<file path="config.mk">
export PLATFORM = sky130hd
export DESIGN_NAME = html_numeric_entity_encoder
export DESIGN_NICKNAME = d
export VERILOG_FILES = /design/src/hne_pkg.sv /design/src/html_numeric_entity_encoder.sv
export SDC_FILE = /design/constraint.sdc
export NUM_CORES = 1
export LEC_CHECK = 0
export BUFFER_PORTS_ARGS = -buffer_cell sky130_fd_sc_hd__buf_2
export CORE_AREA = 3 3 125 127
export CTS_CLUSTER_SIZE = 14
export DETAILED_ROUTE_END_ITERATION = 10
export DIE_AREA = 0 0 128 130
export PLACE_DENSITY_LB_ADDON = 0.05
export SYNTH_ARGS = -nofsm -noshare
export SYNTH_HDL_FRONTEND = slang
export SYNTH_SLANG_ARGS = --single-unit
</file>
<file path="constraint.sdc">
create_clock -name clk -period 6.9 [get_ports clk]
set_input_delay 1.725 -clock clk [delete_from_list [all_inputs] [get_ports clk]]
set_output_delay 1.725 -clock clk [all_outputs]
set_load 0.05 [all_outputs]
</file>
<file path="src/hne_pkg.sv">
// Shared types and constants for the HTML numeric entity encoder.
// No dependencies; imported by the encoder and its checker.
package hne_pkg;

  typedef enum logic [7:0] {
    ST_IDLE  = 8'b0000_0001,
    ST_CONV  = 8'b0000_0010,
    ST_SKIP  = 8'b0000_0100,
    ST_AMP   = 8'b0000_1000,
    ST_HASH  = 8'b0001_0000,
    ST_DIGIT = 8'b0010_0000,
    ST_SEMI  = 8'b0100_0000
  } state_t;

  localparam logic [7:0]  CH_AMP       = 8'h26;  // '&'
  localparam logic [7:0]  CH_HASH      = 8'h23;  // '#'
  localparam logic [7:0]  CH_SEMI      = 8'h3B;  // ';'
  localparam logic [31:0] PRINT_LO     = 32'd31;
  localparam logic [31:0] PRINT_HI     = 32'd127;
  localparam logic [31:0] BACKSLASH    = 32'd92;
  localparam logic [31:0] DEC_LIMIT    = 32'd1000000;
  localparam int          BIN_W        = 20;     // 999999 fits in 20 bits
  localparam int          BCD_DIGITS   = 6;
  localparam int          NIBBLES      = 8;

  // ASCII for one digit: 0-9 then lowercase a-f.
  function automatic logic [7:0] digit_char(input logic [3:0] d);
    logic [7:0] c;
    if (d < 4'd10) c = 8'h30 + {4'b0000, d};
    else           c = 8'h57 + {4'b0000, d};
    return c;
  endfunction

endpackage

</file>
<file path="src/html_numeric_entity_encoder.sv">
// HTML numeric entity encoder: one code point in, its escaped bytes out.
// Depends on hne_pkg (state type, character constants, digit_char).
//
// Channel  | Direction | Payload                         | Handshake
// ---------+-----------+---------------------------------+-----------------------
// s_*      | in        | tdata[31:0] = code_point        | s_tvalid / s_tready
// m_*      | out       | tdata[7:0] = out_byte, tlast    | m_tvalid / m_tready
// cfg_*    | in        | cfg_data = use_decimal          | cfg_valid / cfg_ready
//
// Flow: a printable code point is loaded into the output register at its accept
// edge, so the next one can follow at once if m_tready is high. An escaped value
// is first converted when decimal (double dabble, one binary bit per cycle), then
// drops leading zero digits one per cycle, then sends its bytes ('&', '#',
// digits, ';') one per cycle while m_tready is high; no new code point is taken
// before its ';' is loaded.
// Reset: synchronous, active high; use_decimal returns to 1.
// Stalls: a low m_tready holds the pending beat and the byte states, while
// conversion and zero dropping go on; input is taken only when idle and the
// output register is free or being drained.
module html_numeric_entity_encoder (
  input  logic        clk,
  input  logic        rst,
  // input stream
  input  logic        s_tvalid,
  output logic        s_tready,
  input  logic [31:0] s_tdata,   // [31:0] code_point
  // output stream
  output logic        m_tvalid,
  input  logic        m_tready,
  output logic [7:0]  m_tdata,   // [7:0] out_byte
  output logic        m_tlast,   // last byte of this code point
  // configuration write
  input  logic        cfg_valid,
  output logic        cfg_ready,
  input  logic        cfg_data   // use_decimal
);
  import hne_pkg::*;

  state_t      state;
  logic        use_decimal;
  logic [31:0] dig;              // digit shift register, most significant nibble out first
  logic [BIN_W-1:0] bin;         // binary value being converted to BCD
  logic [4:0]  cnt;              // conversion steps or digits left, minus one

  logic        out_free;
  logic        s_fire;
  logic        printable;
  logic        dec_mode;
  logic        beat_load;
  logic [4*BCD_DIGITS-1:0] bcd_adj;

  assign out_free  = !m_tvalid || m_tready;
  assign s_tready  = (state == ST_IDLE) && out_free;
  assign s_fire    = s_tvalid && s_tready;
  assign cfg_ready = 1'b1;

  assign printable = (s_tdata > PRINT_LO) && (s_tdata < PRINT_HI) && (s_tdata != BACKSLASH);
  assign dec_mode  = use_decimal && (s_tdata < DEC_LIMIT);

  // A new beat enters the output register this cycle.
  assign beat_load = (s_fire && printable) ||
                     (out_free && (state == ST_AMP || state == ST_HASH ||
                                   state == ST_DIGIT || state == ST_SEMI));

  // Add 3 to every BCD digit of 5 or more before the next shift.
  always_comb begin
    for (int i = 0; i < BCD_DIGITS; i++) begin
      if (dig[4*i +: 4] >= 4'd5) bcd_adj[4*i +: 4] = dig[4*i +: 4] + 4'd3;
      else                       bcd_adj[4*i +: 4] = dig[4*i +: 4];
    end
  end

  // Configuration register: keep bit 0 of the write.
  always_ff @(posedge clk) begin
    if (rst) begin
      use_decimal <= 1'b1;
    end else if (cfg_valid && cfg_ready) begin
      use_decimal <= cfg_data;
    end
  end

  // Sequencer and output register.
  always_ff @(posedge clk) begin
    if (rst) begin
      state    <= ST_IDLE;
      m_tvalid <= 1'b0;
      cnt      <= '0;
    end else begin
      // raise on a new beat, drop the beat once taken
      if (beat_load)     m_tvalid <= 1'b1;
      else if (m_tready) m_tvalid <= 1'b0;

      unique case (state)
        ST_IDLE: begin
          if (s_fire) begin
            if (printable) begin
              m_tdata  <= s_tdata[7:0];
              m_tlast  <= 1'b1;
            end else if (dec_mode) begin
              bin   <= s_tdata[BIN_W-1:0];
              dig   <= '0;
              cnt   <= 5'(BIN_W - 1);
              state <= ST_CONV;
            end else begin
              dig   <= s_tdata;
              cnt   <= 5'(NIBBLES - 1);
              state <= ST_SKIP;
            end
          end
        end
        ST_CONV: begin
          // shift one binary bit into the BCD digits
          dig[4*BCD_DIGITS-1:0] <= {bcd_adj[4*BCD_DIGITS-2:0], bin[BIN_W-1]};
          bin                   <= {bin[BIN_W-2:0], 1'b0};
          if (cnt == 5'd0) begin
            cnt   <= 5'(NIBBLES - 1);
            state <= ST_SKIP;
          end else begin
            cnt <= cnt - 5'd1;
          end
        end
        ST_SKIP: begin
          // drop leading zero digits, keep at least one
          if (dig[31:28] == 4'd0 && cnt != 5'd0) begin
            dig <= {dig[27:0], 4'd0};
            cnt <= cnt - 5'd1;
          end else begin
            state <= ST_AMP;
          end
        end
        ST_AMP: begin
          if (out_free) begin
            m_tdata  <= CH_AMP;
            m_tlast  <= 1'b0;
            state    <= ST_HASH;
          end
        end
        ST_HASH: begin
          if (out_free) begin
            m_tdata  <= CH_HASH;
            m_tlast  <= 1'b0;
            state    <= ST_DIGIT;
          end
        end
        ST_DIGIT: begin
          if (out_free) begin
            m_tdata  <= digit_char(dig[31:28]);
            m_tlast  <= 1'b0;
            dig      <= {dig[27:0], 4'd0};
            if (cnt == 5'd0) state <= ST_SEMI;
            else             cnt   <= cnt - 5'd1;
          end
        end
        ST_SEMI: begin
          if (out_free) begin
            m_tdata  <= CH_SEMI;
            m_tlast  <= 1'b1;
            state    <= ST_IDLE;
          end
        end
        default: state <= ST_IDLE;
      endcase
    end
  end

endmodule

</file>
**Word level (Yosys, flattened, before mapping)**

Cells that the tools add are included.

- Multipliers: 0
- Div/mod/pow operators: 0
- Bitwise gates (word level): 1
- Magnitude comparators: 10
- $add $sub $neg: 9
- Multiplexer cells: 51
- Eq/ne operators: 22
- Shift-type cells: 0
- Reductions and logical operators: 31

Operators by type and width:

| cell | count |
|---|---|
| 32-bit two-way mux | 5 |
| 8-bit two-way mux | 16 |
| 24-bit case mux with 4 select lines | 1 |
| 20-bit two-way mux | 3 |
| 8-bit case mux with 7 select lines | 1 |
| 20-bit case mux with 2 select lines | 1 |
| 8-bit case mux with 5 select lines | 1 |
| 5-bit two-way mux | 7 |
| 32-bit by 5-bit > comparator with 1-bit output (second input constant) | 1 |
| 32-bit by 20-bit < comparator with 1-bit output (second input constant) | 1 |
| 32-bit by 7-bit < comparator with 1-bit output (second input constant) | 1 |
| 32-bit by 7-bit != test with 1-bit output (second input constant) | 1 |
| 4-bit by 3-bit >= comparator with 1-bit output (second input constant) | 6 |
| 2-bit != test (second input constant) | 12 |
| 8-bit case mux with 3 select lines | 1 |
| 6-bit AND reduction | 4 |
| 4-bit by 2-bit adder with 4-bit output (second input constant) | 5 |
| 4-bit two-way mux | 5 |
| 5-bit case mux with 4 select lines | 1 |
| 5-bit nonzero test | 2 |
| 9-bit AND reduction | 1 |
| 7-bit by 4-bit adder with 8-bit output (first input constant) | 1 |
| 8-bit by 1-bit equality test with 1-bit output (second input constant) | 1 |
| 8-bit by 2-bit equality test with 1-bit output (second input constant) | 1 |
| other kinds (25) | 45 |

- Output and inout port bits: 12
- Bits in writable memories: 0
- Bits in registers: 76
- Logic and storage cells: 133
- Input port bits: 38
- Memories: 0
- Bits in latches: 0
- Memory bits (read-only): 0

**Depth between registers and ports, before layout**

- Depth in word-level cells: 7
- Mapped depth: 8
- Gate-level depth less buffers: 7

**Least setup slack after synthesis**

OpenSTA, ideal clock, no wires.

- Path type: input to register
- From: input s_tdata[21]
- To: register bin[0], enable pin
- Cell stages on the path: 5
- Data required time: 6.472 ns
- Arrival: 4.107 ns
- Library setup time: 0.428 ns
- Path buffers: 0
- Path slack: 2.365 ns
- Cell sequence: nor4_1 > nand4_1 > a21oi_1 > nor2_1 > a211oi_1

- Word-level cells in the longest chain between the ends: 5
- Elaborated cells between the ends (all ways): 10
- Those cells by class: order compare (3); eq/ne (3); reduce/logical (4)

RTL lines:

| what | line | source |
|---|---|---|
| from (decl) | html_numeric_entity_encoder.sv:26 | `input logic [31:0] s_tdata,` |
| 32-bit by 5-bit > comparator with 1-bit output / 32-bit by 7-bit < comparator with 1-bit output (equally long branches) | html_numeric_entity_encoder.sv:57 | `assign printable = (s_tdata > PRINT_LO) && (s_tdata < PRINT_HI) && (s_tdata != BACKSLASH);` |
| 1-bit logical AND (2 in series) | html_numeric_entity_encoder.sv:57 |  |
| 2-bit != test (no line) | - |  |
| 5-bit AND reduction (no line) (*) | - |  |
| to (signal assigned) | html_numeric_entity_encoder.sv:100 | `bin <= s_tdata[BIN_W-1:0];` |
| to (signal assigned) | html_numeric_entity_encoder.sv:114 | `bin <= {bin[BIN_W-2:0], 1'b0};` |
| to (decl) | html_numeric_entity_encoder.sv:42 | `logic [BIN_W-1:0] bin;` |

Every way passes the cells marked *; elsewhere a longest branch is shown, timed or not.
A chain may end at the register's enable or synchronous reset.

**Final worst setup path**

- From: input s_tdata[27]
- To: register m_tdata[4], enable pin

- Word-level cells in the longest chain between the ends: 5
- Elaborated cells between the ends (all ways): 7
- Those cells by class: order compare (2); eq/ne (2); reduce/logical (3)

RTL lines:

| what | line | source |
|---|---|---|
| 32-bit by 5-bit > comparator with 1-bit output / 32-bit by 7-bit < comparator with 1-bit output (equally long branches) | html_numeric_entity_encoder.sv:57 |  |
| 1-bit logical AND | html_numeric_entity_encoder.sv:57 |  |
| 1-bit logical AND (*) | html_numeric_entity_encoder.sv:57 |  |
| 2-bit != test (no line) (*) | - |  |
| 8-bit AND reduction (no line) (*) | - |  |
| to (signal assigned) | html_numeric_entity_encoder.sv:97 | `m_tdata <= s_tdata[7:0];` |
| to (signal assigned) | html_numeric_entity_encoder.sv:147 | `m_tdata <= digit_char(dig[31:28]);` |
| to (decl) | html_numeric_entity_encoder.sv:30 | `output logic [7:0] m_tdata,` |

Marks and branches as above.

==> reports/metrics.yaml <==
start_util_pct: 31.05
powerDensity_nw_per_um2: 313.1
period_share_pct: 62.86
cp_slowest_cell: "a211oi_1"
cts_resized: 0
hold_class: "flop to flop"
max_stage_delay_ns: 1.07
netlist_area_um2: 4513
worstSetupEndpointType: "flop"
start_kind: "input pin"
max-cap-violations: 0
die_w_um: 128
skew_ns: 0.006809
vias_per_cell: 5.260
final_nets: 555
synthCells: 462
syn_avg_cell_area_um2: 9.769
via_count: 3635
path_class: "input pin to flop"
status: "completed"
async_flop_share_pct: 0
slew-limit-headroom_pct: 25.48
fmax_mhz: 230.5
leakage_uw: 0.001992
setup_tns_ns: 0
seq_area_frac_synth_pct: 46.80
setup_viol: 0
cp.arrival_ns: 4.29
hpwl_um: 9139
intPower_uw: 1067
synthesis.nets: 515
antenna_found_initial: 0
min_period_ns: 4.338
setup_slack_ns: 2.562
cts-buffers-inserted: 9
power_frac_comb_pct: 31.1
post-cts-setup-buffers: 0
hold_viol: 0
drc_errors: 0
cts_tree: "done"
postRouteAntennaNets: 0
h-tree-depth: 3
core_area_um2: 14530
cp_top_family: "simple AND/OR/NAND/NOR gates"
cts-root-buf: "clkbuf_16"
grt_pass1_wl_um: 20190
numPortBuffers: 48
ys_warn_count: 0
synth_compound_area_share_pct: 16.61
dieHeight_um: 130
synthAdderAreaFrac_pct: 4.159
ys_ff_latch: 75
routedWlPerCell_um: 18.27
rows: 44
track_usage_pct: 15.95
dr.pass1.iters: 5
cp_max_fo: 11
synthXorXnorAreaFrac_pct: 2.717
r2r_start: "state[1]"
clock_latency_ns: 0.34
gr-total-overflow: 0
crit_start: "s_tdata[27]"
clockBufferDepth: 2
slew_violations: 0
grt_pass1_vias: 3626
peakVddDrop_mv: 0.1151
grt_setup_unrepaired: "no"
synth_top_family_by_area: "simple AND/OR/NAND/NOR gates"
clk_pin_slew_worst_paths_ns: 0.05
area_growth_pct: 15.30
cp_num_buf_inv: 1
antennaDiodeCount: 0
critical_path_required_ns: 6.85
grt_max_degree: 45
synth_edf_count: 61
drive_above_1_share_pct: 16.96
yosys.cell_types.count: 63
cts_hold_buffers: 0
die-area_um2: 16640
switchingPower_uw: 562.4
p_clk_share_pct: 28.1
crit_chain: "buf_2 -> nor4_1 -> and4_1 -> nand4b_1 -> a211oi_1"
io_pins: 50
cts_num_sinks: 75
seqPwrFrac_pct: 40.8
swShare_pct: 34.51
min_from: "cnt[0]"
worst_slew_pin_slew_ns: 1.111
place_congestion: 0.7799
drt_iter0_markers: 243
drt_wl_total_um: 12630
synthSimpleGateAreaFrac_pct: 22.54
synthMuxAreaShare_pct: 2.717
synthFlopType: "edfxtp_1"
dpl_worst_slack_ns: 2.179
-- worst register-to-register path, delay by kind of cell (launching register included) --
family	cells	cell delay, ns
AND/OR/NAND/NOR	4	1.45
AO/OA/AOI/OAI	1	0.92
flip-flops	1	0.45
-- routing by layer --
metal / track usage (%) / part of all wire [%]
met3: 4.503 / 5.7
met4: 5.618 / 0.92
met1: 22.31 / 50
met2: 23.69 / 44
met5: 0 / 0
-- flip-flops by register name (all words and copies together), names as in the netlist --
register and flops:
m_tvalid 1, use_decimal 1, dig 32, state 7, m_tlast 1, cnt 5, bin 20, m_tdata 8
-- kinds of logic (layout without fill, tap and decap cells) --
kind of cell / after synthesis / in the layout
compound gates: 102 / 102
xor+xnor: 14 / 14
fa+ha+maj: 15 / 15
buf+inv: 45 / 90
flops: 75 / 75
mux: 11 / 11
other cells: 1 / 1
simple gates: 199 / 199
-- final timing paths --
path / end / slack, ns / depth (start not counted)
max: m_tdata[4] / 2.56 / 5
min: cnt[0] / 0.51 / 2
max reg2reg: m_tdata[4] / 3.69 / 5
min reg2reg: cnt[0] / 0.51 / 2
-- per-stage QoR --
stage / power (uW) / instances / hold slack (ns) / utilization [%] / cell area [um^2]
after floorplan: 1033 / 462 / 0.4699 / - / 4513
after detailed placement: 1184 / 675 / 0.4985 / 33.84 / 4918
after global routing: 1745 / 691 / 0.5378 / 35.80 / 5204
after CTS: 1659 / 691 / 0.5095 / 35.80 / 5204
final: 1629 / 691 / 0.5073 / 35.80 / 5204
after global placement: 1183 / 675 / 0.4938 / 33.84 / 4918
-- synth_stat cells (2+ instances only) --
| cell type | number | area, um^2 |
|---|---|---|
| a211o_1 | 3 | 26.28 |
| nand2_1 | 82 | 307.8 |
| nand4b_1 | 3 | 26.28 |
| mux2_1 | 2 | 22.52 |
| xor2_1 | 6 | 52.55 |
| o211ai_1 | 2 | 15.01 |
| buf_6 | 2 | 22.52 |
| nand4_1 | 5 | 31.28 |
| nor3_1 | 5 | 25.02 |
| and3_1 | 5 | 31.28 |
| xnor2_1 | 8 | 70.07 |
| buf_2 | 5 | 25.02 |
| a31oi_1 | 3 | 18.77 |
| dfxtp_1 | 14 | 280.3 |
| o21ai_0 | 14 | 70.07 |
| nor4_2 | 3 | 37.54 |
| inv_1 | 20 | 75.07 |
| nor4_1 | 7 | 43.79 |
| o2111ai_1 | 2 | 17.52 |
| o2bb2ai_1 | 2 | 17.52 |
| ha_1 | 15 | 187.7 |
| mux2_2 | 8 | 90.09 |
| a211oi_1 | 11 | 82.58 |
| nor2_1 | 30 | 112.6 |
| and4b_1 | 2 | 20.02 |
| a311oi_1 | 2 | 17.52 |
| a21o_1 | 2 | 15.01 |
| edfxtp_1 | 61 | 1832 |
| nor2b_1 | 10 | 62.56 |
| nor3b_1 | 8 | 60.06 |
| a221o_1 | 20 | 200.2 |
| o22a_1 | 2 | 17.52 |
| a22o_1 | 3 | 26.28 |
| and4_1 | 3 | 26.28 |
| nand2b_1 | 15 | 93.84 |
| a21oi_1 | 24 | 120.1 |
| clkbuf_1 | 15 | 56.30 |
| or3_1 | 2 | 12.51 |
| buf_4 | 2 | 15.01 |
| o31ai_1 | 2 | 15.01 |
| nand3b_1 | 2 | 15.01 |
| nand3_1 | 9 | 45.04 |
-- power groups by stage --
stage          Sequential [uW]  Clock (uW)  Combinational, uW
2_1_floorplan              644           0                390
3_3_place_gp               673           0                509
3_5_place_dp               673           0                511
4_1_cts                    664         481                514
5_1_grt                    678         501                567
6_report                   664         458                507
-- cell usage in the layout (no fill, tap or decap), types with 3 or more instances in the layout --
master and instances:
nor2_1 30, nor3b_1 7, buf_2 48, a21oi_1 24
mux2_2 8, nor2b_1 9, a211oi_1 10, nor4_2 3
and4_1 3, nor3_1 5, edfxtp_1 61, a221o_1 20
nand3_1 9, a211o_1 3, xnor2_1 8, o21ai_0 14
a22o_1 3, nand4_1 5, inv_1 20, xor2_1 6
nand2b_1 15, buf_4 6, nor4_1 7, dfxtp_1 14
clkbuf_16 9, and3_1 5, clkinv_2 3, ha_1 15
a31oi_1 3, nand2_1 82, nand4b_1 3
-- area by class of cell --
type / instances / area [um^2]
Clock buffer: 10 / 229.0
Tap cell: 184 / 230.2
Fill cell: 1528 / 9330
Clock inverter: 6 / 56.30
Inverter: 20 / 75.07
Timing Repair Buffer: 54 / 285.3
Sequential cell: 75 / 2112
Multi-Input combinational cell: 342 / 2216
No activity file was read; power rests on OpenSTA's default activity.
